`src/rtl/local_label_binding_table_macros.svh`:
```
// Assertion macros for the local label binding table RTL.
// Included by the modules that carry concurrent checks; no other dependencies.
`ifndef LOCAL_LABEL_BINDING_TABLE_MACROS_SVH
`define LOCAL_LABEL_BINDING_TABLE_MACROS_SVH

`ifndef SYNTHESIS

// Same-cycle implication, disabled while reset is asserted
`define LBT_ASSERT_IMPLIES(name, clk_sig, rstn_sig, ante, cons, msg) \
    name: assert property (@(posedge clk_sig) disable iff (!rstn_sig) (ante) |-> (cons)) \
        else $error(msg);

// Next-cycle implication, disabled while reset is asserted
`define LBT_ASSERT_NEXT(name, clk_sig, rstn_sig, ante, cons, msg) \
    name: assert property (@(posedge clk_sig) disable iff (!rstn_sig) (ante) |=> (cons)) \
        else $error(msg);

`else

`define LBT_ASSERT_IMPLIES(name, clk_sig, rstn_sig, ante, cons, msg)
`define LBT_ASSERT_NEXT(name, clk_sig, rstn_sig, ante, cons, msg)

`endif

`endif

```
`src/rtl/lbt_pkg.sv`:
```
// Shared types and constants for the local label binding table.
// No dependencies; imported by every module of the block.
`default_nettype none

package lbt_pkg;

    // Field widths
    localparam int LABEL_W   = 20;
    localparam int PREFIX_W  = 32;
    localparam int PLEN_W    = 6;
    localparam int OP_W      = 2;
    localparam int STATUS_W  = 2;
    localparam int NEXT_W    = LABEL_W + 1;

    // Stream and register port widths
    localparam int S_TDATA_W  = 64;
    localparam int S_TUSER_W  = OP_W;
    localparam int M_TDATA_W  = 24;
    localparam int M_TUSER_W  = STATUS_W + 1;
    localparam int APB_ADDR_W = 3;
    localparam int APB_DATA_W = 32;

    // Defaults
    localparam int TABLE_ENTRIES_DEF = 256;
    localparam logic [LABEL_W-1:0] FIRST_LABEL_RST = 20'd16;
    localparam logic [LABEL_W-1:0] LAST_LABEL_RST  = 20'hFFFFF;

    // Register index (taken from paddr[2])
    localparam logic CFG_IDX_FIRST = 1'b0;
    localparam logic CFG_IDX_LAST  = 1'b1;

    typedef enum logic [OP_W-1:0] {
        OP_ALLOC  = 2'd0,
        OP_SET    = 2'd1,
        OP_FREE   = 2'd2,
        OP_LOOKUP = 2'd3
    } opcode_t;

    typedef enum logic [STATUS_W-1:0] {
        ST_OK        = 2'd0,
        ST_NEW       = 2'd1,
        ST_EXHAUSTED = 2'd2,
        ST_FULL      = 2'd3
    } status_t;

    // One table slot as stored in memory
    typedef struct packed {
        logic                valid;
        logic [PREFIX_W-1:0] prefix;
        logic [PLEN_W-1:0]   plen;
        logic [LABEL_W-1:0]  label;
    } entry_t;

    // Scan outcome flags from the compare unit
    typedef struct packed {
        logic found;
        logic free_found;
    } scan_flags_t;

endpackage

`default_nettype wire

```
`src/rtl/lbt_cmp.sv`:
```
// Shared compare unit: checks one slot a cycle against the key and keeps
// the first matching slot and the first free slot. Depends on lbt_pkg.
`default_nettype none

module lbt_cmp
    import lbt_pkg::*;
#(
    parameter int ADDR_W = $clog2(TABLE_ENTRIES_DEF)
)
(
    input  wire logic                clk,
    input  wire logic                rst_n,
    input  wire logic                start,
    input  wire logic                rd_vld,
    input  wire logic [ADDR_W-1:0]   rd_idx,
    input  wire entry_t              rd_entry,
    input  wire logic [PREFIX_W-1:0] key_prefix,
    input  wire logic [PLEN_W-1:0]   key_plen,
    output scan_flags_t              flags,
    output logic [ADDR_W-1:0]        hit_idx,
    output logic [LABEL_W-1:0]       hit_label,
    output logic [ADDR_W-1:0]        free_idx
);

    logic               found_reg;
    logic               free_reg;
    logic [ADDR_W-1:0]  hit_idx_reg;
    logic [LABEL_W-1:0] hit_label_reg;
    logic [ADDR_W-1:0]  free_idx_reg;
    logic               match;
    logic               empty;

    // Slot classification
    assign match = rd_entry.valid && (rd_entry.prefix == key_prefix)
                   && (rd_entry.plen == key_plen);
    assign empty = !rd_entry.valid;

    // Flags: cleared on start, set on first occurrence
    always_ff @(posedge clk or negedge rst_n)
    begin
        if (!rst_n)
        begin
            found_reg <= 1'b0;
            free_reg  <= 1'b0;
        end
        else if (start)
        begin
            found_reg <= 1'b0;
            free_reg  <= 1'b0;
        end
        else if (rd_vld)
        begin
            if (match)
            begin
                found_reg <= 1'b1;
            end
            if (empty)
            begin
                free_reg <= 1'b1;
            end
        end
    end

    // Captured slot indexes and label
    always_ff @(posedge clk)
    begin
        if (rd_vld && !start)
        begin
            if (match && !found_reg)
            begin
                hit_idx_reg   <= rd_idx;
                hit_label_reg <= rd_entry.label;
            end
            if (empty && !free_reg)
            begin
                free_idx_reg <= rd_idx;
            end
        end
    end

    assign flags.found      = found_reg;
    assign flags.free_found = free_reg;
    assign hit_idx          = hit_idx_reg;
    assign hit_label        = hit_label_reg;
    assign free_idx         = free_idx_reg;

endmodule

`default_nettype wire
```
`config.mk`:
```
export PLATFORM = sky130hd
export DESIGN_NAME = lbt_cmp
export DESIGN_NICKNAME = d
export VERILOG_FILES = /design/src/rtl/local_label_binding_table_macros.svh /design/src/rtl/lbt_pkg.sv /design/src/rtl/lbt_cmp.sv
export SDC_FILE = /design/constraint.sdc
export NUM_CORES = 1
export LEC_CHECK = 0
export BUFFER_PORTS_ARGS = -buffer_cell sky130_fd_sc_hd__buf_2
export CORE_MARGIN = 8
export CORE_UTILIZATION = 40
export DETAILED_ROUTE_END_ITERATION = 12
export GPL_TIMING_DRIVEN = 0
export PLACE_DENSITY = 0.86
export SYNTH_ARGS = -nofsm -noshare
export SYNTH_HDL_FRONTEND = slang
export SYNTH_SLANG_ARGS = --single-unit
export TNS_END_PERCENT = 5
```
`constraint.sdc`:
```
create_clock -name clk -period 5 [get_ports clk]
set_input_delay 1.5 -clock clk [delete_from_list [all_inputs] [get_ports clk]]
set_output_delay 1.5 -clock clk [all_outputs]
set_load 0.02 [all_outputs]
```
==> results of run 1 <==
==> cell usage in the layout, fill, tap and decap left out, drive strengths merged, types with 2 or more instances in the layout <==
master	n
a2111o	2
xor2	32
edfxtp	36
buf	149
inv	5
xnor2	3
clkbuf	7
nand4	2
nor2b	2
nor4	9
dfrtp	2
==> kinds of logic (layout without fill, tap and decap cells) <==
group	Yosys count	count (layout)	share of synthesized area, %
AOI/OAI and AO/OA	5	5	3.21
DFF	38	38	69.2
xor gates and xnor gates	35	35	18.7
buffers and inverters	7	162	2.07
and+or+nand+nor	17	17	6.81
==> power groups by stage <==
stage / Sequential (mW) / Clock, mW / Combinational, mW
6_report: 0.352 / 0.257 / 0.0824
5_1_grt: 0.352 / 0.276 / 0.0920
4_1_cts: 0.352 / 0.265 / 0.0838
3_5_place_dp: 0.359 / 0 / 0.0835
3_3_place_gp: 0.358 / 0 / 0.0797
2_1_floorplan: 0.361 / 0 / 0.0264
==> stage by stage <==
stage / instance area, µm² / hold slack [ns] / TNS, ns / util (%)
after CTS: 2570 / 0.571 / 0 / 64.7
after floorplan: 1640 / 0.486 / 0 / -
final: 2570 / 0.578 / 0 / 64.7
after global routing: 2570 / 0.618 / 0 / 64.7
after detailed placement: 2450 / 0.558 / 0 / 61.8
after global placement: 2430 / 0.510 / -3.64 / 61.2
==> how the worst max path moves through the flow <==
stage | slack (ns) | cells after the start | to
floorplan | 0.52 | 4 | hit_idx[0]$_DFFE_PP_
global placement | -0.13 | 5 | hit_idx[1]$_DFFE_PP_
detailed placement | 1.10 | 6 | hit_idx[0]$_DFFE_PP_
CTS | 1.41 | 6 | hit_idx[1]$_DFFE_PP_
global route | 1.32 | 6 | hit_idx[0]$_DFFE_PP_
finish | 1.41 | 6 | hit_idx[1]$_DFFE_PP_
==> worst register-to-register path: stages (launching register included) <==
cell	delay, ns
dfrtp_1	0.43
nor4_4	0.78
buf_6	0.28
==> layer usage <==
layer / track usage (%) / up-vias / part of all wire, %
li1: - / 681 / -
met1: 15.3 / 627 / 36
met2: 24.1 / 111 / 46
met3: 7.77 / 9 / 16
met4: 6.55 / 0 / 1.9
met5: 0 / - / 0
==> area by class of cell <==
class                      count  area share [%]
sequential                    38            44.0
timing repair buffer         147            28.9
multi-input combinational     57            18.9
clock buffer                   7            3.36
tap                           50            2.43
clock inverter                 1            1.17
inverter                       5           0.730
buffer                         2           0.584
==> impl_metrics.csv, run 1 <==
group,metric,value,unit
sta,grt_setup_unrepaired,"no",
global_route,grt_max_degree,17,
route,routed-via-count,1428,
setup_path,crit_path_max_incr_delay,0.64,ns
setup_path,critical_path.n_buffers_inverters,2,
synth,synth.ff_latch_count,38,
synth,asyncSetResetFlopFracSynth,5.26,%
floorplan,num_rows,23,
setup_path,critical_path_required,4.98,ns
cells_and_area,multiInputGateArea,485,µm²
sta,final.setup_skew,0.00540,ns
global_route,vias_in_the_first_global_route,1583,
clock_tree,clk_pin_slew_worst_setup_hold_paths,0.07,ns
setup_path,timing.critical_path.from,"rd_entry[28]",
cells_and_area,area.growth.synth_to_final,57.2,%
setup_path,path_delay_family,"simple AND/OR/NAND/NOR gates",
clock_tree,cts-root-buf,"clkbuf_8",
cells_and_area,largest_register_ff_count,20,
route,drt-vias-per-instance,4.65,
setup_path,critical-path-slowest-cell,"nor4_4",
placement,post-place-cells,299,
synth,synth-seq-area-share,69.2,%
placement,place_ws,1.10,ns
setup_path,crit_path_start_kind,"input pin",
clock_tree,post_cts.resized_instances,0,
clock_tree,cts_hold_buffers,0,
synth,avgSynthCellArea,16.0,µm²
floorplan,chipHeight,79.9,µm
route,wl_per_cell,15.5,µm
sta,setup-violations-final,0,
power_and_ir_drop,power.internal,0.561,mW
placement,detail_placement_hpwl,4.30,mm
sta,slew-limit-headroom,41.9,%
power_and_ir_drop,power.static_leakage,1.19,nW
setup_path,ff2ff_setup_slack,3.21,ns
setup_path,timing.rr.start,"found_reg$_DFFE_PN0P_",
sta,setup_ws,1.41,ns
synth,synth.top_cells.by_count,"edfxtp_1, xor2_1, nor4_1",
status,outcome,"finished clean",
sta,actual_transition_at_the_worst_max_transition_pin,0.865,ns
sta,finalWorstPathRequiredPeriod,3.59,ns
power_and_ir_drop,max-vdd-ir-drop,110,µV
floorplan,dieWidth,79.9,µm
cells_and_area,layoutNonFillerInstCount,307,
power_and_ir_drop,pwr-share-comb,11.9,%
synth,synth.yosys.warnings,0,
synth,synthesis.instances,102,
setup_path,critical_path.endpoint_type,"flip-flop",
worst_hold_path,min-delay-path-class,"reg -> reg",
setup_path,worst-path-max-fanout,16,
synth,synth_top_cell_by_area,"edfxtp_1",
setup_path,worstSetupPathType,"in -> reg",
power_and_ir_drop,p_per_area,269,nW/µm²
setup_path,worst-endpoint-arrival,3.57,ns
synth,synth.net_count,211,
cells_and_area,finalNetCount,365,
clock_tree,cts_tree,"yes",
route,drt_first_iter_violations,29,
route,drtAntennaViolNets,0,
power_and_ir_drop,power.net_switching,0.130,mW
power_and_ir_drop,power.share.sequential,50.9,%
synth,synth_edf_count,36,
floorplan,top_level_ports,147,
sta,timing.final.hold_violations,0,
floorplan,fp.dieArea,6390,µm²
power_and_ir_drop,power_frac_clock,37.2,%
route,routed_wirelength,4.75,mm
sta,fmax,279,MHz
synth,netlist_top_cells_area,"edfxtp_1, xor2_1, dfrtp_1, nor4_1, xnor2_1",
worst_hold_path,worst_hold_path.num_cells,2,
global_route,grt_pass1_wl,7.23,mm
setup_path,cp_cell_sequence,"buf_2 > nor2b_1 > a2111o_1 > or4_4 > nor4_4 > buf_6",
cells_and_area,regArea,1130,µm²
synth,most_repeated_cell_in_the_gate_level_netlist_after_synthesis,"edfxtp_1",
clock_tree,post_cts_buffers,0,
synth,distinct_cell_type_count_after_synthesis,18,
cells_and_area,drive_above_1_share,62.3,%
synth,synthFlopType,"edfxtp_1",
floorplan,initial_core_util,41.2,%
clock_tree,cts.sinks,38,
global_route,global_route.overflow_total,0,
setup_path,worst-r2r-cell-count,2,
job,max_cap_violations,0,
synth,synth.top_cell.area_share,66.1,%
worst_hold_path,timing.hold.worst.start,"free_reg$_DFFE_PN0P_",
sta,slew_violations,0,
sta,layout_worst_path_cycle_share,71.7,%
clock_tree,cts-root-to-sink-buffers,2,
route,dr.pass1.iters,5,
power_and_ir_drop,total_power,0.691,mW
global_route,antenna_violations_before_repair,0,
clock_tree,clock_insertion_delay_worst_skew,0.28,ns
worst_hold_path,min_to,"free_reg$_DFFE_PN0P_",
clock_tree,tritoncts.num_buffers,5,
floorplan,coreArea,3970,µm²
placement,portBuffers,146,
cells_and_area,antennaDiodeCount,0,
setup_path,worst_r2r_endpoint,"hit_idx[1]$_DFFE_PP_",
power_and_ir_drop,switching_share_of_power,18.9,%
placement,gpl.final_weighted_congestion,0.797,
global_route,globalRouteTotalUtil,14.7,%
synth,mappedNetlistArea,1640,µm²
cells_and_area,fill_cells,314,
clock_tree,cts_max_level,2,
route,post-route-drc-count,0,
(Power assumes the default switching activity.)
==> run 2, diff against run 1 <==
--- a/config.mk
+++ b/config.mk
@@ -5,12 +5,13 @@
 export SDC_FILE = /design/constraint.sdc
 export NUM_CORES = 1
 export LEC_CHECK = 0
+export ABC_AREA = 1
 export BUFFER_PORTS_ARGS = -buffer_cell sky130_fd_sc_hd__buf_2
 export CORE_MARGIN = 8
 export CORE_UTILIZATION = 40
 export DETAILED_ROUTE_END_ITERATION = 12
 export GPL_TIMING_DRIVEN = 0
-export PLACE_DENSITY = 0.86
+export PLACE_DENSITY = 0.82
 export SYNTH_ARGS = -nofsm -noshare
 export SYNTH_HDL_FRONTEND = slang
 export SYNTH_SLANG_ARGS = --single-unit
==> constraint.sdc (replaced) <==
create_clock -name clk -period 3.4 [get_ports clk]
set_input_delay 1.02 -clock clk [delete_from_list [all_inputs] [get_ports clk]]
set_output_delay 1.02 -clock clk [all_outputs]
set_load 0.02 [all_outputs]
==> run 2 against run 1 <==
Net effect: highest routed layer unchanged; first-iteration DRC count rose by 38%; non-clock buffer count did not move; setup slack got worse by 0.50 ns; largest power group unchanged; flip-flop and latch count did not move; total power rose by 60%.
==> impl_metrics.csv, run 2 <==
group,metric,value,unit
clock_tree,cts_tree,"yes",
synth,synth.ff_latch_count,38,
sta,actual_transition_at_the_worst_max_transition_pin,0.674,ns
cells_and_area,finish.utilization,62.0,%
placement,dpl_cell_area,2750,µm²
power_and_ir_drop,power.internal,0.884,mW
clock_tree,cts.sinks,38,
setup_path,critical_path.endpoint_type,"flip-flop",
global_route,global_route.overflow_total,0,
cells_and_area,layout.cells.most_common,"buf_2",
synth,synthesis.instances,223,
cells_and_area,area.growth.synth_to_final,50.6,%
clock_tree,post_cts.resized_instances,0,
power_and_ir_drop,power.share.sequential,46.8,%
sta,hold_slack,0.508,ns
synth,synth_top_cell_by_area,"edfxtp_1",
setup_path,crit_path_start_kind,"input pin",
sta,grt_setup_unrepaired,"no",
cells_and_area,final_cell_mix,"buf_2, nand2_1, inv_1, edfxtp_1, nor2_1",
route,drt_first_iter_violations,40,
cells_and_area,antennaDiodeCount,0,
synth,synth.top_cell.area_share,56.4,%
cells_and_area,fill_cells,413,
worst_hold_path,min-delay-path-class,"in -> async",
power_and_ir_drop,power_frac_clock,40.3,%
synth,synth-seq-area-share,59.0,%
route,drt-vias-per-instance,4.35,
floorplan,initial_core_util,41.2,%
clock_tree,tritoncts.num_buffers,5,
clock_tree,clk_pin_slew_worst_setup_hold_paths,0.07,ns
sta,final.setup_skew,0.00444,ns
setup_path,worstSetupPathType,"in -> reg",
route,post-route-drc-count,0,
sta,layout_worst_path_cycle_share,73.2,%
clock_tree,cts_max_level,2,
floorplan,top_level_ports,147,
placement,post-place-cells,424,
power_and_ir_drop,pwr-share-comb,12.9,%
sta,slew-limit-headroom,54.9,%
synth,synth.yosys.warnings,0,
power_and_ir_drop,max-vdd-ir-drop,211,µV
synth,synth.net_count,332,
synth,synth.top_cells.by_count,"nand2_1, inv_1, edfxtp_1",
sta,timing.setup.tns,0,ns
cells_and_area,regArea,1130,µm²
synth,main_combinational_cell_family_by_area_after_synthesis,"simple AND/OR/NAND/NOR gates",
route,dr.pass1.iters,4,
clock_tree,clock_insertion_delay_worst_skew,0.28,ns
global_route,vias_in_the_first_global_route,1996,
route,routed_wirelength,5.44,mm
cells_and_area,multiInputGateArea,591,µm²
cells_and_area,postLayoutCellArea,2890,µm²
setup_path,critical_path_required,3.40,ns
placement,gpl.final_weighted_congestion,0.772,
synth,most_repeated_cell_in_the_gate_level_netlist_after_synthesis,"nand2_1",
placement,detail_placement_hpwl,4.82,mm
floorplan,chipHeight,85.2,µm
job,max_cap_violations,0,
synth,yosys.area_share.xor_xnor,3.65,%
setup_path,worst-path-max-fanout,17,
sta,setup-violations-final,0,
synth,synth_mux_area_share,0,%
global_route,grt_max_degree,18,
synth,distinct_cell_type_count_after_synthesis,16,
clock_tree,cts-root-to-sink-buffers,2,
clock_tree,post_cts_buffers,0,
floorplan,dieWidth,85.2,µm
placement,portBuffers,146,
cells_and_area,layoutNonFillerInstCount,432,
synth,avgSynthCellArea,8.60,µm²
cells_and_area,drive_above_1_share,43.9,%
status,outcome,"finished clean",
synth,synth_compound_gate_area_share,2.80,%
synth,asyncSetResetFlopFracSynth,5.26,%
synth,synth_edf_count,36,
synth,mappedNetlistArea,1920,µm²
sta,slew_violations,0,
global_route,grt_pass1_wl,8.54,mm
power_and_ir_drop,power.net_switching,0.220,mW
synth,netlist_top_cells_area,"edfxtp_1, nand2_1, inv_1, nor2_1, dfrtp_1",
cells_and_area,finalNetCount,486,
route,routed-via-count,1881,
power_and_ir_drop,power.static_leakage,1.59,nW
sta,fmax,402,MHz
route,drtAntennaViolNets,0,
power_and_ir_drop,p_per_area,382,nW/µm²
synth,post_synth_simple_gate_area,24.0,%
synth,synthAdderAreaFrac,0,%
clock_tree,cts_hold_buffers,0,
sta,timing.final.hold_violations,0,
global_route,antenna_violations_before_repair,0,
floorplan,num_rows,25,
synth,synthFlopType,"edfxtp_1",
global_route,globalRouteTotalUtil,15.1,%
sta,finalWorstPathRequiredPeriod,2.49,ns
floorplan,fp.dieArea,7270,µm²
power_and_ir_drop,switching_share_of_power,20.0,%
cells_and_area,largest_register_ff_count,20,
clock_tree,cts-root-buf,"clkbuf_8",
floorplan,coreArea,4660,µm²
setup_path,worst-endpoint-arrival,2.49,ns
route,wl_per_cell,12.6,µm
-- run 2: cell count changes after synthesis, sizes merged, moves of 2 or more --
cell,before,now
a2111o,2,0
inv,5,50
nand2,1,79
nand3,0,2
nand4,2,0
nor2,1,33
nor2b,2,0
nor4,9,0
o21ai,0,10
xor2,32,5
-- run 2: area by class of cell --
| class | count | area share [%] |
|---|---|---|
| Tap cell | 54 | 2.34 |
| Clock buffer | 5 | 2.38 |
| Buffer | 2 | 0.520 |
| Inverter | 50 | 6.50 |
| Timing Repair Buffer | 147 | 26.3 |
| Sequential cell | 38 | 39.2 |
| Clock inverter | 3 | 2.38 |
| Multi-Input combinational cell | 133 | 20.5 |
-- run 2: logic make-up after synthesis --
group | Yosys count
compound gates | 10
xor+xnor | 8
buf+inv | 52
simple gates | 115
flops | 38
-- run 2: critical path: stages --
cell	delay [ns]
buf_2	0.11
nor2_2	0.13
nand2_1	0.06
nor2_1	0.09
nand2_1	0.07
nor2_2	0.11
nand3_2	0.12
nor3_4	0.54
buf_16	0.23
-- run 2: metal layers --
| layer | GRT usage (%) | vias up | part of all wire (%) |
|---|---|---|---|
| li1 | - | 979 | - |
| met1 | 13.1 | 799 | 35 |
| met2 | 28.4 | 94 | 52 |
| met3 | 6.76 | 9 | 11 |
| met4 | 7.28 | 0 | 1.9 |
| met5 | 0 | - | 0 |
-- run 2: power by group through the flow --
stage | sequential, mW | combinational, mW | clock, mW
after detailed placement | 0.527 | 0.144 | 0
after CTS | 0.517 | 0.145 | 0.458
final | 0.517 | 0.142 | 0.444
after floorplan | 0.531 | 0.0583 | 0
after global routing | 0.517 | 0.164 | 0.474
after global placement | 0.527 | 0.138 | 0
-- run 2: final timing paths --
| kind | to | cells after the start | startpoint | slack, ns |
|---|---|---|---|---|
| min in group clk | free_reg$_DFFE_PN0P_ | 2 | free_reg$_DFFE_PN0P_ | 0.52 |
| min reg2reg | free_reg$_DFFE_PN0P_ | 2 | free_reg$_DFFE_PN0P_ | 0.52 |
| max in group asynchronous | free_reg$_DFFE_PN0P_ | 1 | rst_n | 2.80 |
| min | found_reg$_DFFE_PN0P_ | 1 | rst_n | 0.51 |
| max | hit_label[4]$_DFFE_PP_ | 9 | start | 0.91 |
| max reg2reg | hit_label[4]$_DFFE_PP_ | 2 | found_reg$_DFFE_PN0P_ | 1.86 |
-- run 2: metrics by stage --
step / worst slack (ns) / power (mW)
floorplan: 0.368 / 0.589
global placement: -0.218 / 0.666
detailed placement: 0.567 / 0.672
CTS: 0.872 / 1.12
global route: 0.806 / 1.16
finish: 0.912 / 1.10
